`config.mk`:
```
export PLATFORM = sky130hd
export DESIGN_NAME = lxr_ctrl
export DESIGN_NICKNAME = d
export VERILOG_FILES = /design/src/hw/rtl/lxr_pkg.sv /design/src/hw/rtl/lxr_ctrl.sv
export SDC_FILE = /design/constraint.sdc
export NUM_CORES = 1
export LEC_CHECK = 0
export ABC_CLOCK_PERIOD_IN_PS = 4100
export CELL_PAD_IN_SITES_DETAIL_PLACEMENT = 1
export CELL_PAD_IN_SITES_GLOBAL_PLACEMENT = 2
export CORE_MARGIN = 1.5
export CORE_UTILIZATION = 39
export DETAILED_ROUTE_END_ITERATION = 8
export DONT_BUFFER_PORTS = 1
export GPL_TIMING_DRIVEN = 0
export PLACE_DENSITY = 0.9
export SETUP_SLACK_MARGIN = 0.5
export SYNTH_ARGS = -nofsm -noshare
export SYNTH_HDL_FRONTEND = slang
export SYNTH_SLANG_ARGS = --single-unit
```
`constraint.sdc`:
```
create_clock -name clk_i -period 4.1 [get_ports clk_i]
set_clock_uncertainty 0.15 [all_clocks]
set_input_delay 0.41 -clock clk_i [delete_from_list [all_inputs] [get_ports clk_i]]
set_output_delay 0.41 -clock clk_i [all_outputs]
set_load 0.02 [all_outputs]
```
`src/hw/rtl/lxr_pkg.sv`:
```
// lxr_pkg: sizes, constants, command codes and the controller command struct
// for the lookup xor-shift hash. No dependencies.
package lxr_pkg;

  // lookup table and message buffer sizing
  localparam int unsigned MAP_BITS   = 16;
  localparam int unsigned MAX_LEN    = 64;
  localparam int unsigned LEN_W      = $clog2(MAX_LEN + 1);
  localparam int unsigned MSG_AW     = (MAX_LEN > 1) ? $clog2(MAX_LEN) : 1;
  localparam int unsigned DIGEST_LEN = 32;
  localparam int unsigned HIDX_W     = 5;
  localparam int unsigned STEP_W     = 5;
  localparam int unsigned PASS_W     = 5;

  // last table step of one full mix
  localparam logic [STEP_W-1:0] FULL_STEPS = 5'd25;
  localparam logic [HIDX_W-1:0] LAST_POS   = 5'd31;

  // seeds and generator keys
  localparam logic [63:0] SEED_RESET     = 64'hFAFAECECFAFAECEC;
  localparam logic [63:0] GEN_OFFSET_KEY = 64'd2458719153079158768;
  localparam logic [63:0] GEN_B_KEY      = 64'd4631534797403582785;
  localparam logic [63:0] GEN_V_INIT     = 64'd3523455478921636871;
  localparam logic [4:0]  PASSES_RESET   = 5'd5;

  // configuration register indexes
  localparam int unsigned CFG_IDX_W = 1;
  localparam logic [CFG_IDX_W-1:0] REG_PASSES = 1'd0;
  localparam logic [CFG_IDX_W-1:0] REG_SEED   = 1'd1;

  // input operation codes
  typedef enum logic [1:0] {
    OP_BUILD  = 2'd0,
    OP_ABSORB = 2'd1,
    OP_FINISH = 2'd2,
    OP_NONE   = 2'd3
  } op_e;

  // datapath commands
  typedef enum logic [4:0] {
    CMD_IDLE       = 5'd0,
    CMD_FILL_WR    = 5'd1,
    CMD_GEN_INIT   = 5'd2,
    CMD_GEN_RD     = 5'd3,
    CMD_GEN_UPD    = 5'd4,
    CMD_SW_RDJ     = 5'd5,
    CMD_SW_WRI     = 5'd6,
    CMD_SW_WRJ     = 5'd7,
    CMD_MSG_WR     = 5'd8,
    CMD_HASH_INIT  = 5'd9,
    CMD_MSG_RD     = 5'd10,
    CMD_LOAD_BYTE  = 5'd11,
    CMD_MIX_RD     = 5'd12,
    CMD_MIX_UPD    = 5'd13,
    CMD_FULL_END   = 5'd14,
    CMD_LOAD_FINAL = 5'd15,
    CMD_OUT_RD1    = 5'd16,
    CMD_OUT_RD2    = 5'd17,
    CMD_OUT_SET    = 5'd18
  } cmd_e;

  typedef struct packed {
    cmd_e                op;
    logic [MAP_BITS-1:0] tidx;
    logic [MSG_AW-1:0]   midx;
    logic [HIDX_W-1:0]   hidx;
    logic [STEP_W-1:0]   step;
    logic                last;
    logic                ovf;
  } ctrl_cmd_t;

endpackage

```
`src/hw/rtl/lxr_ctrl.sv`:
```
// lxr_ctrl: sequencer for table build, message buffering and digest steps;
// uses lxr_pkg, drives lxr_datapath through a command struct
module lxr_ctrl
  import lxr_pkg::*;
(
  input  logic        clk_i,
  input  logic        rst_ni,
  input  logic        in_valid_i,
  output logic        in_ready_o,
  input  logic [1:0]  operation_i,
  input  logic        last_byte_i,
  output logic        out_valid_o,
  input  logic        out_ready_i,
  input  logic [4:0]  passes_i,
  output ctrl_cmd_t   cmd_o
);

  typedef enum logic [17:0] {
    ST_IDLE  = 18'h00001,
    ST_FILL  = 18'h00002,
    ST_G0    = 18'h00004,
    ST_G1    = 18'h00008,
    ST_G2    = 18'h00010,
    ST_G3    = 18'h00020,
    ST_G4    = 18'h00040,
    ST_HINIT = 18'h00080,
    ST_MRD   = 18'h00100,
    ST_MLD   = 18'h00200,
    ST_XRD   = 18'h00400,
    ST_XUP   = 18'h00800,
    ST_XEND  = 18'h01000,
    ST_FLD   = 18'h02000,
    ST_O1    = 18'h04000,
    ST_O2    = 18'h08000,
    ST_O3    = 18'h10000,
    ST_SPARE = 18'h20000
  } state_e;

  state_e              state_q, state_d;
  logic [MAP_BITS-1:0] tidx_q, tidx_d;
  logic [PASS_W-1:0]   pass_q, pass_d;
  logic [LEN_W-1:0]    len_q, len_d, mpos_q, mpos_d;
  logic [HIDX_W-1:0]   pos_q, pos_d;
  logic [STEP_W-1:0]   step_q, step_d;
  logic                fast_q, fast_d, final_q, final_d;
  logic                ovf_q, ovf_d, ovalid_q, ovalid_d;
  logic                accept;
  logic                msg_done;

  assign in_ready_o  = (state_q == ST_IDLE);
  assign accept      = in_valid_i && in_ready_o;
  assign out_valid_o = ovalid_q;
  assign msg_done    = (LEN_W'(mpos_q + 1'b1) == len_q);

  always_comb begin
    state_d  = state_q;
    tidx_d   = tidx_q;
    pass_d   = pass_q;
    len_d    = len_q;
    mpos_d   = mpos_q;
    pos_d    = pos_q;
    step_d   = step_q;
    fast_d   = fast_q;
    final_d  = final_q;
    ovf_d    = ovf_q;
    ovalid_d = ovalid_q;
    cmd_o.op   = CMD_IDLE;
    cmd_o.tidx = tidx_q;
    cmd_o.midx = len_q[MSG_AW-1:0];
    cmd_o.hidx = final_q ? pos_q : HIDX_W'(mpos_q);
    cmd_o.step = step_q;
    cmd_o.last = (pos_q == '0);
    cmd_o.ovf  = ovf_q;

    // result transaction taken
    if (ovalid_q && out_ready_i) begin
      ovalid_d = 1'b0;
    end

    case (state_q)
      ST_IDLE: begin
        if (accept) begin
          case (op_e'(operation_i))
            OP_BUILD: begin
              cmd_o.op = CMD_GEN_INIT;
              tidx_d   = '0;
              state_d  = ST_FILL;
            end
            OP_ABSORB: begin
              if (len_q < LEN_W'(MAX_LEN)) begin
                cmd_o.op = CMD_MSG_WR;
                len_d    = LEN_W'(len_q + 1'b1);
              end else begin
                ovf_d = 1'b1;
              end
              if (last_byte_i) begin
                state_d = ST_HINIT;
              end
            end
            OP_FINISH: begin
              state_d = ST_HINIT;
            end
            default: begin
              state_d = ST_IDLE;
            end
          endcase
        end
      end
      // identity fill, one entry per cycle
      ST_FILL: begin
        cmd_o.op = CMD_FILL_WR;
        tidx_d   = MAP_BITS'(tidx_q + 1'b1);
        if (tidx_q == '1) begin
          pass_d  = '0;
          state_d = (passes_i == '0) ? ST_IDLE : ST_G0;
        end
      end
      // one swap: generator read, update, read i, read j, write i, write j
      ST_G0: begin
        cmd_o.op = CMD_GEN_RD;
        state_d  = ST_G1;
      end
      ST_G1: begin
        cmd_o.op = CMD_GEN_UPD;
        state_d  = ST_G2;
      end
      ST_G2: begin
        cmd_o.op = CMD_SW_RDJ;
        state_d  = ST_G3;
      end
      ST_G3: begin
        cmd_o.op = CMD_SW_WRI;
        state_d  = ST_G4;
      end
      ST_G4: begin
        cmd_o.op = CMD_SW_WRJ;
        tidx_d   = MAP_BITS'(tidx_q + 1'b1);
        state_d  = ST_G0;
        if (tidx_q == '1) begin
          pass_d = PASS_W'(pass_q + 1'b1);
          if (PASS_W'(pass_q + 1'b1) == passes_i) begin
            state_d = ST_IDLE;
          end
        end
      end
      // start of digest
      ST_HINIT: begin
        cmd_o.op = CMD_HASH_INIT;
        mpos_d   = '0;
        fast_d   = 1'b1;
        if (len_q == '0) begin
          final_d = 1'b1;
          pos_d   = LAST_POS;
          state_d = ST_FLD;
        end else begin
          final_d = 1'b0;
          state_d = ST_MRD;
        end
      end
      ST_MRD: begin
        cmd_o.op   = CMD_MSG_RD;
        cmd_o.midx = mpos_q[MSG_AW-1:0];
        state_d    = ST_MLD;
      end
      ST_MLD: begin
        cmd_o.op = CMD_LOAD_BYTE;
        step_d   = fast_q ? '0 : STEP_W'(1);
        state_d  = ST_XRD;
      end
      ST_XRD: begin
        cmd_o.op = CMD_MIX_RD;
        state_d  = ST_XUP;
      end
      ST_XUP: begin
        cmd_o.op = CMD_MIX_UPD;
        if (fast_q && !final_q) begin
          // fast step done, next byte or switch to full pass
          if (msg_done) begin
            fast_d  = 1'b0;
            mpos_d  = '0;
          end else begin
            mpos_d = LEN_W'(mpos_q + 1'b1);
          end
          state_d = ST_MRD;
        end else if (step_q == FULL_STEPS) begin
          state_d = ST_XEND;
        end else begin
          step_d  = STEP_W'(step_q + 1'b1);
          state_d = ST_XRD;
        end
      end
      ST_XEND: begin
        cmd_o.op = CMD_FULL_END;
        if (final_q) begin
          state_d = ST_O1;
        end else if (msg_done) begin
          final_d = 1'b1;
          pos_d   = LAST_POS;
          state_d = ST_FLD;
        end else begin
          mpos_d  = LEN_W'(mpos_q + 1'b1);
          state_d = ST_MRD;
        end
      end
      ST_FLD: begin
        cmd_o.op = CMD_LOAD_FINAL;
        fast_d   = 1'b0;
        step_d   = STEP_W'(1);
        state_d  = ST_XRD;
      end
      ST_O1: begin
        cmd_o.op = CMD_OUT_RD1;
        state_d  = ST_O2;
      end
      ST_O2: begin
        cmd_o.op = CMD_OUT_RD2;
        state_d  = ST_O3;
      end
      // load the output register once it is free
      ST_O3: begin
        if (!ovalid_q || out_ready_i) begin
          cmd_o.op = CMD_OUT_SET;
          ovalid_d = 1'b1;
          if (pos_q == '0) begin
            len_d   = '0;
            ovf_d   = 1'b0;
            state_d = ST_IDLE;
          end else begin
            pos_d   = HIDX_W'(pos_q - 1'b1);
            state_d = ST_FLD;
          end
        end
      end
      default: begin
        state_d = ST_IDLE;
      end
    endcase
  end

  always_ff @(posedge clk_i or negedge rst_ni) begin
    if (!rst_ni) begin
      state_q  <= ST_IDLE;
      tidx_q   <= '0;
      pass_q   <= '0;
      len_q    <= '0;
      mpos_q   <= '0;
      pos_q    <= '0;
      step_q   <= '0;
      fast_q   <= 1'b0;
      final_q  <= 1'b0;
      ovf_q    <= 1'b0;
      ovalid_q <= 1'b0;
    end else begin
      state_q  <= state_d;
      tidx_q   <= tidx_d;
      pass_q   <= pass_d;
      len_q    <= len_d;
      mpos_q   <= mpos_d;
      pos_q    <= pos_d;
      step_q   <= step_d;
      fast_q   <= fast_d;
      final_q  <= final_d;
      ovf_q    <= ovf_d;
      ovalid_q <= ovalid_d;
    end
  end

endmodule

```
==> flow_summary.json <==
{
  "hold_path_class": "input pin to flop",
  "relSlewSlack_pct": 37.8,
  "crit_path_max_fanout": 9,
  "grt_overflow": 0,
  "antenna_found_initial": 0,
  "ir_drop_v": 0.000184,
  "io_buffers": 0,
  "place_hpwl_um": 9220,
  "drc": 0,
  "fin_area_um2": 4810,
  "via_count": 3791,
  "crit_path_start": "state_q[9]",
  "fmax_mhz": 297,
  "clk_latency_ns": 0.36,
  "synth_fp_nets": 505,
  "hold_depth": 2,
  "ys_ff_latch": 66,
  "finalSetupTns_ns": 0,
  "insertedDiodeCount": 0,
  "reg2reg_depth": 6,
  "grt_start_max_net_pins": 67,
  "synth_common_cells": "dfrtp_1, nand2_1, nor2_1",
  "critPathRequiredTime_ns": 3.54,
  "wl_per_cell_um": 19.6,
  "gp_congestion": 0.880,
  "tightest_slew_ns": 0.929,
  "min_period_ns": 3.37,
  "reg2reg_from": "state_q[9]",
  "synth-async-reset-ratio_pct": 100,
  "routed_wl_um": 12600,
  "syn_inst": 482,
  "ys.flop_type": "dfrtp_1",
  "place_area_um2": 4510,
  "syn_avg_cell_area_um2": 8.99,
  "endpoint_kind": "primary output",
  "cts_root_buf": "clkbuf_8",
  "setup_viol": 0,
  "worstPathArrival_ns": 2.81,
  "synth_edf_count": 0,
  "core_um2": 10800,
  "timing.final.crit_share_pct": 82.1,
  "area_growth_pct": 11.1,
  "layout-drive-gt1-share_pct": 14.2,
  "dr.first_iter.drc_count": 130,
  "power_mw": 2.78,
  "grt_first_pass_wirelength_um": 20400,
  "worstReg2RegEnd": "pos_q[1]",
  "clkSinkCount": 66,
  "rsz0062_at_grt": "false",
  "p_per_area_nw_per_um2": 578,
  "clock_path_buffers": 2,
  "critical_path_class": "flop to primary output",
  "grt_pass1_vias": 3946,
  "status": "finished, final reports clean",
  "netlist_top_cells_area": "dfrtp_1, nand2_1, xnor2_1",
  "yosysUniqueCellTypes": 69,
  "cp-endpoint": "cmd_o[35]",
  "synth_top_area_share_pct": 37.6,
  "hold_ws_ns": 0.0913,
  "die_y_um": 108,
  "ff2ff_setup_slack_ns": 1.06,
  "cap_viol_max_count": 0,
  "final_util_pct": 44.4,
  "hold_viol": 0,
  "tritoncts": "done",
  "grt_use_total_pct": 22.4,
  "drtAntennaViolNets": 0,
  "die_w_um": 108,
  "avgViaCountPerCell": 5.91,
  "io_pins": 53,
  "synth.most_common_cell": "dfrtp_1",
  "dr.pass1.iters": 4,
  "maxSlewViolCount": 0,
  "num_rows": 38,
  "p_leak_nw": 2.03,
  "synth_seq_area_share_pct": 38.2,
  "netlist_area_um2": 4330,
  "die_area_um2": 11700,
  "startpoint_type": "flop",
  "clk_pin_slew_worst_paths_ns": 0.09,
  "ctsHtreeMaxLevel": 3,
  "yosysWarningCount": 0,
  "yosys.area.top_type": "dfrtp_1",
  "cts_buffers": 9,
  "initial_core_util_pct": 40.0,
  "final_nets": 519
}
## report_power, final
group	switching (mW)	internal, mW
registers	0.294	0.797
clock network	0.293	0.367
logic	0.659	0.373
## cell families after synthesis
logic type                 count (synthesis)  share of synthesized area, %
and+or+nand+nor                          217                          28.7
adders and majority gates                 11                          3.18
DFF                                       66                          38.2
AOI/OAI and AO/OA                        101                          15.6
muxes                                     13                          3.32
xor gates and xnor gates                  31                          6.27
buffers and inverters                     43                          4.77
## how the worst min path moves through the flow
stage,from,endpoint,slack (ns)
finish,in_valid_i,ovf_q,0.09
global route,in_valid_i,ovf_q,0.13
CTS,in_valid_i,ovf_q,0.08
detailed placement,rst_ni,step_q[4],-0.03
global placement,rst_ni,step_q[4],-0.03
floorplan,rst_ni,fast_q,-0.04
## sequential cells by signal, summed over array words and instances (netlist names)
name / flops
pass_q: 5
fast_q: 1
out_valid_o: 1
mpos_q: 7
ovf_q: 1
step_q: 5
state_q: 17
final_q: 1
len_q: 7
pos_q: 5
tidx_q: 16
## per-layer routing
| layer | track usage (%) | part of all wire [%] | vias to the layer above | routed length (µm) |
|---|---|---|---|---|
| met5 | 0 | 0 | - | 0 |
| met4 | 8.36 | 2.1 | 0 | 270 |
| met3 | 4.28 | 4.1 | 19 | 519 |
| met2 | 37.6 | 49 | 62 | 6190 |
| met1 | 28.7 | 45 | 1922 | 5610 |
| li1 | - | - | 1788 | - |
## worst max-delay path, cell delays in order, from the launching register on
cell and delay [ns]:
dfrtp_1 0.50, nor4_4 0.55, and4_2 0.41, nand3_1 0.22
nor2_2 0.35, nor3_1 0.11, nand4b_1 0.29
## what timing repair did
action / in CTS / in global routing
setup endpoints to repair: 1 / 8
pin swaps: 0 / 1
gates resized for setup: 1 / 3
hold buffers: 2 / 0
setup buffers: 0 / 1
hold endpoints to repair: 66 / 0
## area by class of cell
cell class / instances / area [µm²]
Buffer: 18 / 113
Clock buffer: 10 / 138
Multi-Input combinational cell: 373 / 2490
Fill cell: 1273 / 6030
Inverter: 25 / 93.8
Clock inverter: 6 / 95.1
Tap cell: 140 / 175
Timing Repair Buffer: 3 / 57.6
Sequential cell: 66 / 1650
## layout by cell type, fill, tap and decap left out, types with 12 or more instances in the layout
master   count
xor2_1      12
a21oi_1     22
nor3_1      16
nor2_1      36
inv_1       25
nand4_1     14
o21ai_0     29
dfrtp_1     65
nand2_1     48
xnor2_1     19
nand3_1     25
## stage by stage
stage          cells  worst slack, ns
3_5_place_dp     622            0.980
6_report         641            0.734
5_1_grt          641            0.562
2_1_floorplan    482             1.43
3_3_place_gp     622            0.993
4_1_cts          640            0.561
(Power assumes the default switching activity.)
